[config.mk]
export PLATFORM = sky130hd
export DESIGN_NAME = date_validate_and_day_difference_flat
export DESIGN_NICKNAME = d
export VERILOG_FILES = /design/src/rtl/dvdd_pkg.sv /design/src/rtl/dvdd_if.sv /design/src/rtl/date_validate_and_day_difference.sv /design/src/flat_wrapper.sv
export SDC_FILE = /design/constraint.sdc
export NUM_CORES = 2
export LEC_CHECK = 0
export BUFFER_PORTS_ARGS = -buffer_cell sky130_fd_sc_hd__buf_2
export CAP_MARGIN = 15
export CORE_MARGIN = 2
export CORE_UTILIZATION = 25
export CTS_CLUSTER_SIZE = 14
export DETAILED_ROUTE_END_ITERATION = 10
export REMOVE_ABC_BUFFERS = 1
export SLEW_MARGIN = 20
export SYNTH_ARGS = -nofsm -noshare
export SYNTH_HDL_FRONTEND = slang
export SYNTH_SLANG_ARGS = --single-unit
[constraint.sdc]
create_clock -name clock -period 7.4 [get_ports clock]
set_input_delay 1.11 -clock clock [delete_from_list [all_inputs] [get_ports clock]]
set_output_delay 1.11 -clock clock [all_outputs]
set_load 0.05 [all_outputs]
[src/rtl/dvdd_pkg.sv]
// ----------------------------------------------------------------------------
// dvdd_pkg
// Shared widths, constants, status codes, lookup functions and pipeline
// stage types for the date check and day difference block.
// ----------------------------------------------------------------------------
package dvdd_pkg;

   localparam int DAY_W   = 5;
   localparam int MONTH_W = 4;
   localparam int YEAR_W  = 15;
   localparam int JDN_W   = 23;
   localparam int STAT_W  = 2;

   localparam logic [STAT_W-1:0] STATUS_OK        = 2'd0;
   localparam logic [STAT_W-1:0] STATUS_FIRST_BAD = 2'd1;
   localparam logic [STAT_W-1:0] STATUS_SECOND_BAD = 2'd2;
   localparam logic [STAT_W-1:0] STATUS_FIRST_EARLY = 2'd3;

   localparam logic [MONTH_W-1:0] MONTH_JAN = 4'd1;
   localparam logic [MONTH_W-1:0] MONTH_FEB = 4'd2;
   localparam logic [MONTH_W-1:0] MONTH_DEC = 4'd12;

   localparam int YEAR_MIN       = -4700;
   localparam int YEAR_MAX       = 9999;
   localparam int YEAR_BIAS      = 4800;
   localparam int CENTURY_BIAS   = 4900;
   localparam int DAYS_4_YEARS   = 1461;
   localparam int JDN_BIAS       = 32075;
   localparam int RECIP100       = 5243;
   localparam int RECIP100_SHIFT = 19;
   localparam int HUNDRED        = 100;

   // Offset year y + bias stays below 2**14 for every valid year.
   localparam int YOFF_W = 14;
   localparam int P1_W   = 25;
   localparam int PQ_W   = 27;
   localparam int Q_W    = 8;
   localparam int MT_W   = 9;
   localparam int T3_W   = 8;

   function automatic logic [DAY_W-1:0] month_len(input logic [MONTH_W-1:0] m);
      logic [DAY_W-1:0] r;
      case (m)
         4'd1, 4'd3, 4'd5, 4'd7, 4'd8, 4'd10, 4'd12: r = 5'd31;
         4'd4, 4'd6, 4'd9, 4'd11:                     r = 5'd30;
         4'd2:                                         r = 5'd28;
         default:                                      r = 5'd0;
      endcase
      return r;
   endfunction

   // Month term of the day count, floor(367 * (m - 2 + 12a) / 12).
   function automatic logic [MT_W-1:0] month_term(input logic [MONTH_W-1:0] m);
      logic [MT_W-1:0] r;
      case (m)
         4'd1:    r = 9'd336;
         4'd2:    r = 9'd367;
         4'd3:    r = 9'd30;
         4'd4:    r = 9'd61;
         4'd5:    r = 9'd91;
         4'd6:    r = 9'd122;
         4'd7:    r = 9'd152;
         4'd8:    r = 9'd183;
         4'd9:    r = 9'd214;
         4'd10:   r = 9'd244;
         4'd11:   r = 9'd275;
         4'd12:   r = 9'd305;
         default: r = 9'd0;
      endcase
      return r;
   endfunction

   typedef struct packed {
      logic              year_ok;
      logic              month_ok;
      logic              is_feb;
      logic              year_zero;
      logic [YOFF_W-1:0] ya;
      logic [YOFF_W-1:0] yb;
      logic [YOFF_W-1:0] yo;
      logic [DAY_W-1:0]  day;
      logic [MT_W-1:0]   mterm;
      logic [DAY_W-1:0]  mlen;
   } dvdd_s1_type;

   typedef struct packed {
      logic              year_ok;
      logic              month_ok;
      logic              is_feb;
      logic              year_zero;
      logic [P1_W-1:0]   p1;
      logic [PQ_W-1:0]   pq;
      logic [PQ_W-1:0]   pr;
      logic [YOFF_W-1:0] yo;
      logic [DAY_W-1:0]  day;
      logic [MT_W-1:0]   mterm;
      logic [DAY_W-1:0]  mlen;
   } dvdd_s2_type;

   typedef struct packed {
      logic             range_ok;
      logic             is_feb;
      logic             leap;
      logic [JDN_W-1:0] part;
      logic [T3_W-1:0]  t3;
      logic [DAY_W-1:0] day;
      logic [DAY_W-1:0] mlen;
   } dvdd_s3_type;

   typedef struct packed {
      logic             ok;
      logic [JDN_W-1:0] jdn;
   } dvdd_s4_type;

   typedef struct packed {
      logic [STAT_W-1:0] status;
      logic [JDN_W-1:0]  day_difference;
      logic [JDN_W-1:0]  first_jdn;
      logic [JDN_W-1:0]  second_jdn;
      logic              first_earlier;
      logic              dates_equal;
   } dvdd_out_type;

endpackage

[src/rtl/dvdd_if.sv]
// ----------------------------------------------------------------------------
// dvdd_req_if / dvdd_rsp_if
// Valid/ready channels carrying one date pair and one comparison result.
// ----------------------------------------------------------------------------
interface dvdd_req_if;
   logic                          valid;
   logic                          ready;
   logic [dvdd_pkg::DAY_W-1:0]    first_day;
   logic [dvdd_pkg::MONTH_W-1:0]  first_month;
   logic signed [dvdd_pkg::YEAR_W-1:0] first_year;
   logic [dvdd_pkg::DAY_W-1:0]    second_day;
   logic [dvdd_pkg::MONTH_W-1:0]  second_month;
   logic signed [dvdd_pkg::YEAR_W-1:0] second_year;

   modport source (output valid, first_day, first_month, first_year,
                   second_day, second_month, second_year, input ready);
   modport sink   (input valid, first_day, first_month, first_year,
                   second_day, second_month, second_year, output ready);
endinterface

interface dvdd_rsp_if;
   logic                         valid;
   logic                         ready;
   logic [dvdd_pkg::STAT_W-1:0]  status;
   logic [dvdd_pkg::JDN_W-1:0]   day_difference;
   logic [dvdd_pkg::JDN_W-1:0]   first_jdn;
   logic [dvdd_pkg::JDN_W-1:0]   second_jdn;
   logic                         first_earlier;
   logic                         dates_equal;

   modport source (output valid, status, day_difference, first_jdn, second_jdn,
                   first_earlier, dates_equal, input ready);
   modport sink   (input valid, status, day_difference, first_jdn, second_jdn,
                   first_earlier, dates_equal, output ready);
endinterface

[src/rtl/date_validate_and_day_difference.sv]
// ----------------------------------------------------------------------------
// date_validate_and_day_difference
// Checks two Gregorian dates, converts each to its Julian Day Number and
// reports both numbers, order flags, a status code and the day difference.
//
//   Channel   Direction  Handshake         Contents
//   req_bus   in         valid / ready     two dates: day, month, year each
//   rsp_bus   out        valid / ready     status, difference, two JDNs, flags
//
// One transaction enters per cycle while the response side is not stalled.
// Each of the five stages has its own valid bit and advances whenever it
// is empty or its successor advances, so bubbles close up and a stall on
// the response side holds every stage without loss. Reset clears only the
// valid bits.
// ----------------------------------------------------------------------------
module date_validate_and_day_difference (
   input logic clock,
   input logic reset,
   dvdd_req_if.sink   req_bus,
   dvdd_rsp_if.source rsp_bus
);
   import dvdd_pkg::*;

   logic v1_ff, v2_ff, v3_ff, v4_ff, v5_ff;
   logic en1, en2, en3, en4, en5;

   dvdd_s1_type  s1_ff [2];
   dvdd_s1_type  s1_in [2];
   dvdd_s2_type  s2_ff [2];
   dvdd_s2_type  s2_in [2];
   dvdd_s3_type  s3_ff [2];
   dvdd_s3_type  s3_in [2];
   dvdd_s4_type  s4_ff [2];
   dvdd_s4_type  s4_in [2];
   dvdd_out_type out_ff;
   dvdd_out_type out_in;
   logic eq1_ff, eq2_ff, eq3_ff, eq4_ff;
   logic eq1_in;

   logic [DAY_W-1:0]   in_day   [2];
   logic [MONTH_W-1:0] in_month [2];
   logic [YEAR_W-1:0]  in_year  [2];

   assign en5 = !v5_ff || rsp_bus.ready;
   assign en4 = !v4_ff || en5;
   assign en3 = !v3_ff || en4;
   assign en2 = !v2_ff || en3;
   assign en1 = !v1_ff || en2;
   assign req_bus.ready = en1;

   assign in_day[0]   = req_bus.first_day;
   assign in_month[0] = req_bus.first_month;
   assign in_year[0]  = req_bus.first_year;
   assign in_day[1]   = req_bus.second_day;
   assign in_month[1] = req_bus.second_month;
   assign in_year[1]  = req_bus.second_year;

   assign eq1_in = (req_bus.first_day == req_bus.second_day) &&
                   (req_bus.first_month == req_bus.second_month) &&
                   (req_bus.first_year == req_bus.second_year);

   // Stage 1: range checks, offset years and month tables.
   always_comb begin
      logic signed [YEAR_W-1:0] ys;
      logic [15:0]              y16;
      logic [15:0]              early16;
      logic [15:0]              ya16;
      logic [15:0]              yb16;
      logic [15:0]              yo16;
      for (int i = 0; i < 2; i++) begin
         ys      = signed'(in_year[i]);
         y16     = {in_year[i][YEAR_W-1], in_year[i]};
         early16 = {15'd0, (in_month[i] <= MONTH_FEB)};
         ya16    = y16 + 16'(YEAR_BIAS) - early16;
         yb16    = y16 + 16'(CENTURY_BIAS) - early16;
         yo16    = y16 + 16'(YEAR_BIAS);
         s1_in[i].year_ok   = (ys >= 15'(YEAR_MIN)) && (ys <= 15'(YEAR_MAX));
         s1_in[i].month_ok  = (in_month[i] >= MONTH_JAN) && (in_month[i] <= MONTH_DEC);
         s1_in[i].is_feb    = (in_month[i] == MONTH_FEB);
         s1_in[i].year_zero = (in_year[i] == '0);
         s1_in[i].ya        = ya16[YOFF_W-1:0];
         s1_in[i].yb        = yb16[YOFF_W-1:0];
         s1_in[i].yo        = yo16[YOFF_W-1:0];
         s1_in[i].day       = in_day[i];
         s1_in[i].mterm     = month_term(in_month[i]);
         s1_in[i].mlen      = month_len(in_month[i]);
      end
   end

   // Stage 2: constant multiplications.
   always_comb begin
      for (int i = 0; i < 2; i++) begin
         s2_in[i].year_ok   = s1_ff[i].year_ok;
         s2_in[i].month_ok  = s1_ff[i].month_ok;
         s2_in[i].is_feb    = s1_ff[i].is_feb;
         s2_in[i].year_zero = s1_ff[i].year_zero;
         s2_in[i].p1        = P1_W'(s1_ff[i].ya) * P1_W'(DAYS_4_YEARS);
         s2_in[i].pq        = PQ_W'(s1_ff[i].yb) * PQ_W'(RECIP100);
         s2_in[i].pr        = PQ_W'(s1_ff[i].yo) * PQ_W'(RECIP100);
         s2_in[i].yo        = s1_ff[i].yo;
         s2_in[i].day       = s1_ff[i].day;
         s2_in[i].mterm     = s1_ff[i].mterm;
         s2_in[i].mlen      = s1_ff[i].mlen;
      end
   end

   // Stage 3: partial day count, century term and leap year.
   always_comb begin
      logic [Q_W-1:0]    q;
      logic [Q_W-1:0]    ql;
      logic [9:0]        q3;
      logic [P1_W-1:0]   sum;
      logic [YOFF_W-1:0] rem;
      for (int i = 0; i < 2; i++) begin
         q   = s2_ff[i].pq[RECIP100_SHIFT +: Q_W];
         ql  = s2_ff[i].pr[RECIP100_SHIFT +: Q_W];
         q3  = 10'(q) * 10'd3;
         sum = P1_W'(s2_ff[i].p1[P1_W-1:2]) + P1_W'(s2_ff[i].mterm) +
               P1_W'(s2_ff[i].day) - P1_W'(JDN_BIAS);
         rem = s2_ff[i].yo - (YOFF_W'(ql) * YOFF_W'(HUNDRED));
         s3_in[i].range_ok = s2_ff[i].year_ok && s2_ff[i].month_ok;
         s3_in[i].is_feb   = s2_ff[i].is_feb;
         s3_in[i].leap     = !s2_ff[i].year_zero && (s2_ff[i].yo[1:0] == 2'd0) &&
                             ((rem != '0) || (ql[1:0] == 2'd0));
         s3_in[i].part     = sum[JDN_W-1:0];
         s3_in[i].t3       = q3[9:2];
         s3_in[i].day      = s2_ff[i].day;
         s3_in[i].mlen     = s2_ff[i].mlen;
      end
   end

   // Stage 4: final day number and day check.
   always_comb begin
      logic [DAY_W:0] lim;
      for (int i = 0; i < 2; i++) begin
         lim = {1'b0, s3_ff[i].mlen} + {{DAY_W{1'b0}}, s3_ff[i].is_feb && s3_ff[i].leap};
         s4_in[i].ok  = s3_ff[i].range_ok && (s3_ff[i].day != '0) &&
                        ({1'b0, s3_ff[i].day} <= lim);
         s4_in[i].jdn = s3_ff[i].part - JDN_W'(s3_ff[i].t3);
      end
   end

   // Stage 5: order, status and difference.
   always_comb begin
      logic both_ok;
      logic earlier;
      both_ok = s4_ff[0].ok && s4_ff[1].ok;
      earlier = both_ok && (s4_ff[0].jdn < s4_ff[1].jdn);
      out_in.first_jdn      = s4_ff[0].ok ? s4_ff[0].jdn : '0;
      out_in.second_jdn     = s4_ff[1].ok ? s4_ff[1].jdn : '0;
      out_in.first_earlier  = earlier;
      out_in.dates_equal    = both_ok && eq4_ff;
      out_in.day_difference = '0;
      if (!s4_ff[0].ok) begin
         out_in.status = STATUS_FIRST_BAD;
      end else if (!s4_ff[1].ok) begin
         out_in.status = STATUS_SECOND_BAD;
      end else if (earlier) begin
         out_in.status = STATUS_FIRST_EARLY;
      end else begin
         out_in.status         = STATUS_OK;
         out_in.day_difference = s4_ff[0].jdn - s4_ff[1].jdn;
      end
   end

   always_ff @(posedge clock) begin
      if (reset) begin
         v1_ff <= 1'b0;
         v2_ff <= 1'b0;
         v3_ff <= 1'b0;
         v4_ff <= 1'b0;
         v5_ff <= 1'b0;
      end else begin
         if (en1) v1_ff <= req_bus.valid;
         if (en2) v2_ff <= v1_ff;
         if (en3) v3_ff <= v2_ff;
         if (en4) v4_ff <= v3_ff;
         if (en5) v5_ff <= v4_ff;
      end
   end

   always_ff @(posedge clock) begin
      if (en1) begin
         s1_ff  <= s1_in;
         eq1_ff <= eq1_in;
      end
      if (en2) begin
         s2_ff  <= s2_in;
         eq2_ff <= eq1_ff;
      end
      if (en3) begin
         s3_ff  <= s3_in;
         eq3_ff <= eq2_ff;
      end
      if (en4) begin
         s4_ff  <= s4_in;
         eq4_ff <= eq3_ff;
      end
      if (en5) begin
         out_ff <= out_in;
      end
   end

   assign rsp_bus.valid          = v5_ff;
   assign rsp_bus.status         = out_ff.status;
   assign rsp_bus.day_difference = out_ff.day_difference;
   assign rsp_bus.first_jdn      = out_ff.first_jdn;
   assign rsp_bus.second_jdn     = out_ff.second_jdn;
   assign rsp_bus.first_earlier  = out_ff.first_earlier;
   assign rsp_bus.dates_equal    = out_ff.dates_equal;

endmodule
[src/flat_wrapper.sv]
// flat-port wrapper written by rule: the top's interface ports become plain ports
module date_validate_and_day_difference_flat import dvdd_pkg::*;
  (clock, reset, req_bus_valid, req_bus_first_day, req_bus_first_month, req_bus_first_year, req_bus_second_day, req_bus_second_month, req_bus_second_year, req_bus_ready, rsp_bus_valid, rsp_bus_status, rsp_bus_day_difference, rsp_bus_first_jdn, rsp_bus_second_jdn, rsp_bus_first_earlier, rsp_bus_dates_equal, rsp_bus_ready);
  dvdd_req_if req_bus_i ();
  dvdd_rsp_if rsp_bus_i ();
  input logic clock;
  input logic reset;
  input wire logic [$bits(req_bus_i.valid)-1:0] req_bus_valid;
  input wire logic [$bits(req_bus_i.first_day)-1:0] req_bus_first_day;
  input wire logic [$bits(req_bus_i.first_month)-1:0] req_bus_first_month;
  input wire logic [$bits(req_bus_i.first_year)-1:0] req_bus_first_year;
  input wire logic [$bits(req_bus_i.second_day)-1:0] req_bus_second_day;
  input wire logic [$bits(req_bus_i.second_month)-1:0] req_bus_second_month;
  input wire logic [$bits(req_bus_i.second_year)-1:0] req_bus_second_year;
  output wire logic [$bits(req_bus_i.ready)-1:0] req_bus_ready;
  output wire logic [$bits(rsp_bus_i.valid)-1:0] rsp_bus_valid;
  output wire logic [$bits(rsp_bus_i.status)-1:0] rsp_bus_status;
  output wire logic [$bits(rsp_bus_i.day_difference)-1:0] rsp_bus_day_difference;
  output wire logic [$bits(rsp_bus_i.first_jdn)-1:0] rsp_bus_first_jdn;
  output wire logic [$bits(rsp_bus_i.second_jdn)-1:0] rsp_bus_second_jdn;
  output wire logic [$bits(rsp_bus_i.first_earlier)-1:0] rsp_bus_first_earlier;
  output wire logic [$bits(rsp_bus_i.dates_equal)-1:0] rsp_bus_dates_equal;
  input wire logic [$bits(rsp_bus_i.ready)-1:0] rsp_bus_ready;
  assign req_bus_i.valid = req_bus_valid;
  assign req_bus_i.first_day = req_bus_first_day;
  assign req_bus_i.first_month = req_bus_first_month;
  assign req_bus_i.first_year = req_bus_first_year;
  assign req_bus_i.second_day = req_bus_second_day;
  assign req_bus_i.second_month = req_bus_second_month;
  assign req_bus_i.second_year = req_bus_second_year;
  assign req_bus_ready = req_bus_i.ready;
  assign rsp_bus_valid = rsp_bus_i.valid;
  assign rsp_bus_status = rsp_bus_i.status;
  assign rsp_bus_day_difference = rsp_bus_i.day_difference;
  assign rsp_bus_first_jdn = rsp_bus_i.first_jdn;
  assign rsp_bus_second_jdn = rsp_bus_i.second_jdn;
  assign rsp_bus_first_earlier = rsp_bus_i.first_earlier;
  assign rsp_bus_dates_equal = rsp_bus_i.dates_equal;
  assign rsp_bus_i.ready = rsp_bus_ready;
  date_validate_and_day_difference u_core (.clock(clock), .reset(reset), .req_bus(req_bus_i), .rsp_bus(rsp_bus_i));
endmodule
==> results.yml <==
yosys:
  seq_area_frac_synth_pct: 32.04
  ys_top_cells_by_area: "edfxtp_1 (32%), ha_1 (23%), fa_1 (17%)"
  syn_area_um2: 44820
  synthMuxAreaShare_pct: 0.1117
  synth_cell_types: 73
  synth_edf_count: 475
  synth.avg_cell_area_um2: 10.99
  async_flop_share_pct: 0
  synthSimpleGateAreaFrac_pct: 7.084
  ys_ff_latch: 480
  synth_top_family_by_area: "adder cells"
  synth_compound_area_share_pct: 7.662
  yosysTopAreaCell: "edfxtp_1"
  synthCells: 4077
  ys_warn_count: 0
  synth-main-ff-cell: "edfxtp_1"
  synth_xor_area_share_pct: 5.061
  netlist.area_leader.share_pct: 31.82
  synth_fa_ha_area_share_pct: 39.85
die:
  ios: 127
  initial_core_util_pct: 25.15
  coreArea_um2: 178200
  die_y_um: 427.4
  die_width_um: 427.4
  num_rows: 155
  dieArea_um2: 182700
clock_network:
  cts_tree: "built"
  clock_path_buffers: 3
  postCtsHoldBufs: 0
  cts_setup_buffers: 0
  numCtsBuffers: 51
  postCtsResizedCells: 0
  htreeDepth: 2
  clock_latency_ns: 0.61
  cts.sinks: 480
  clkTransAtPathRegs_ns: 0.06
  cts-root-buf: "clkbuf_16"
finish:
  drive_above_1_share_pct: 5.662
  area_growth_pct: 11.80
  num_antenna_cells: 0
  layout_common_cells: "inv_1 (944), ha_1 (818), edfxtp_1 (475)"
  final_common_cell: "inv_1"
  final_nets: 5484
routing:
  drc: 0
  detail_route.wl_per_cell_um: 14.78
  antenna_left: 0
  drt-initial-drc-count: 1412
  vias_per_cell: 4.229
  drt_first_pass_iters: 6
  wirelength_um: 97970
  num_vias: 28032
critical_path:
  critical_path_class: "flop to flop"
  worstPathMaxFanout: 8
  cp-end-kind: "flop"
  worstSetupStartpointType: "flop"
  rr_worst_depth: 17
  critPathRequiredTime_ns: 7.76
  critPathArrivalTime_ns: 5.97
timing:
  max_freq_mhz: 178.3
  worstMarginPinSlew_ns: 1.007
  tns_ns: 0
  fin_worst_skew_ns: 0.02885
  slew_headroom_pct: 32.87
  hold_viol: 0
  drv_slew: 0
  period_share_pct: 75.81
  setup_violations: 0
  rsz0062_at_grt: "false"
  period_needed_ns: 5.610
flow_run:
  drv_cap: 0
global_route:
  antenna_found_initial: 3
  track_usage_pct: 10.76
  grt_util_met3_pct: 1.031
  use_met2_pct: 18.30
  grt_start_max_net_pins: 74
  gr-total-overflow: 0
  grt_util_met1_pct: 14.40
  grt_pass1_vias: 29126
  globalRoute.busiestLayer: "met2"
  grt_pass1_wl_um: 157000
run_status:
  run_status: "completed"
min_path:
  whs_path_depth: 0
  holdCritPathClass: "flop to flop"
placed_design:
  numPortBuffers: 126
  dp_hpwl_um: 81720
  place.gp.congestion: 0.8795
[sequential cells by signal (all words and copies together), names as in the netlist, 2 cells and up]
register	flops
u_core.rsp_bus.day_difference	23
u_core.s4_ff	48
u_core.s3_ff	84
u_core.s1_ff	120
u_core.rsp_bus.first_jdn	23
u_core.rsp_bus.status	2
u_core.s2_ff	146
u_core.rsp_bus.second_jdn	23
[worst paths after layout]
kind	startpoint	endpoint	slack, ns
min reg2reg	u_core.s1_ff[3]$_DFFE_PP_	u_core.s2_ff[3]$_DFFE_PP_	0.41
max reg2reg	u_core.s1_ff[34]$_DFFE_PP_	u_core.s2_ff[111]$_DFFE_PP_	1.79
max	u_core.s1_ff[34]$_DFFE_PP_	u_core.s2_ff[111]$_DFFE_PP_	1.79
min	u_core.s1_ff[3]$_DFFE_PP_	u_core.s2_ff[3]$_DFFE_PP_	0.41
[cell usage after synthesis (all sizes together), types with 6 or more instances]
cell,count
o41ai,6
o31a,9
fa,381
a21boi,14
ha,818
o21bai,28
a31o,10
nor2b,28
clkbuf,29
and3,21
a21o,57
a211o,7
a2111oi,6
a211oi,26
nor2,169
o311ai,6
nand3,50
nor4b,9
a31oi,24
edfxtp,475
inv,946
nor4,25
a21oi,139
nand4,27
nand3b,6
xor2,87
and2,38
nand2b,42
o21ai,107
o21a,29
nor3,69
xnor2,172
or3,14
o211ai,20
nand2,113
or4,7
[routing by layer]
layer | part of all wire, % | wire length (µm) | up-vias
li1 | - | - | 13998
met1 | 46 | 45500 | 13527
met2 | 48 | 46740 | 392
met3 | 2.8 | 2749 | 115
met4 | 3.0 | 2975 | 0
met5 | 0 | 0 | -
[critical path, stage by stage, from the launching register on]
cell      delay (ns)
edfxtp_1        0.54
ha_1            0.40
inv_1           0.07
fa_1            0.53
inv_1           0.06
fa_1            0.50
fa_1            0.55
inv_1           0.06
fa_1            0.53
inv_1           0.04
ha_1            0.36
a211o_1         0.33
o221ai_1        0.25
a31oi_1         0.16
o41ai_1         0.54
o21ai_0         0.19
a21oi_1         0.20
xnor2_1         0.07
[logic make-up (layout without fill, tap and decap cells)]
logic type                 Yosys count  count (layout)
AOI/OAI and AO/OA                  525             525
xor gates and xnor gates           259             259
adders and majority gates         1199            1199
buffers and inverters              977            1174
DFF                                480             480
muxes                                5               5
and+or+nand+nor                    632             632
[cell type report]
type	count	area, µm²
clock buffers	55	1291
clock inverters	39	454.2
fillers	18333	128100
inverters	946	3555
multi-input cells	2620	26810
flip-flops and latches	480	14360
well taps	2355	2947
repair buffers	134	690.7
[stage by stage]
stage / area, µm² / cells / worst slack, ns / hold WS, ns / utilization, %
floorplan: 44710 / 4046 / 1.231 / 0.4003 / -
global placement: 48370 / 6535 / 1.741 / 0.4009 / 27.14
detailed placement: 48370 / 6535 / 1.715 / 0.4045 / 27.14
global route: 50110 / 6629 / 1.481 / 0.4131 / 28.12
CTS: 50110 / 6629 / 1.721 / 0.4112 / 28.12
finish: 50110 / 6629 / 1.790 / 0.4081 / 28.12
Power is not shown: default switching activity piles up to over one toggle a cycle in this logic, so the estimate is an artifact.
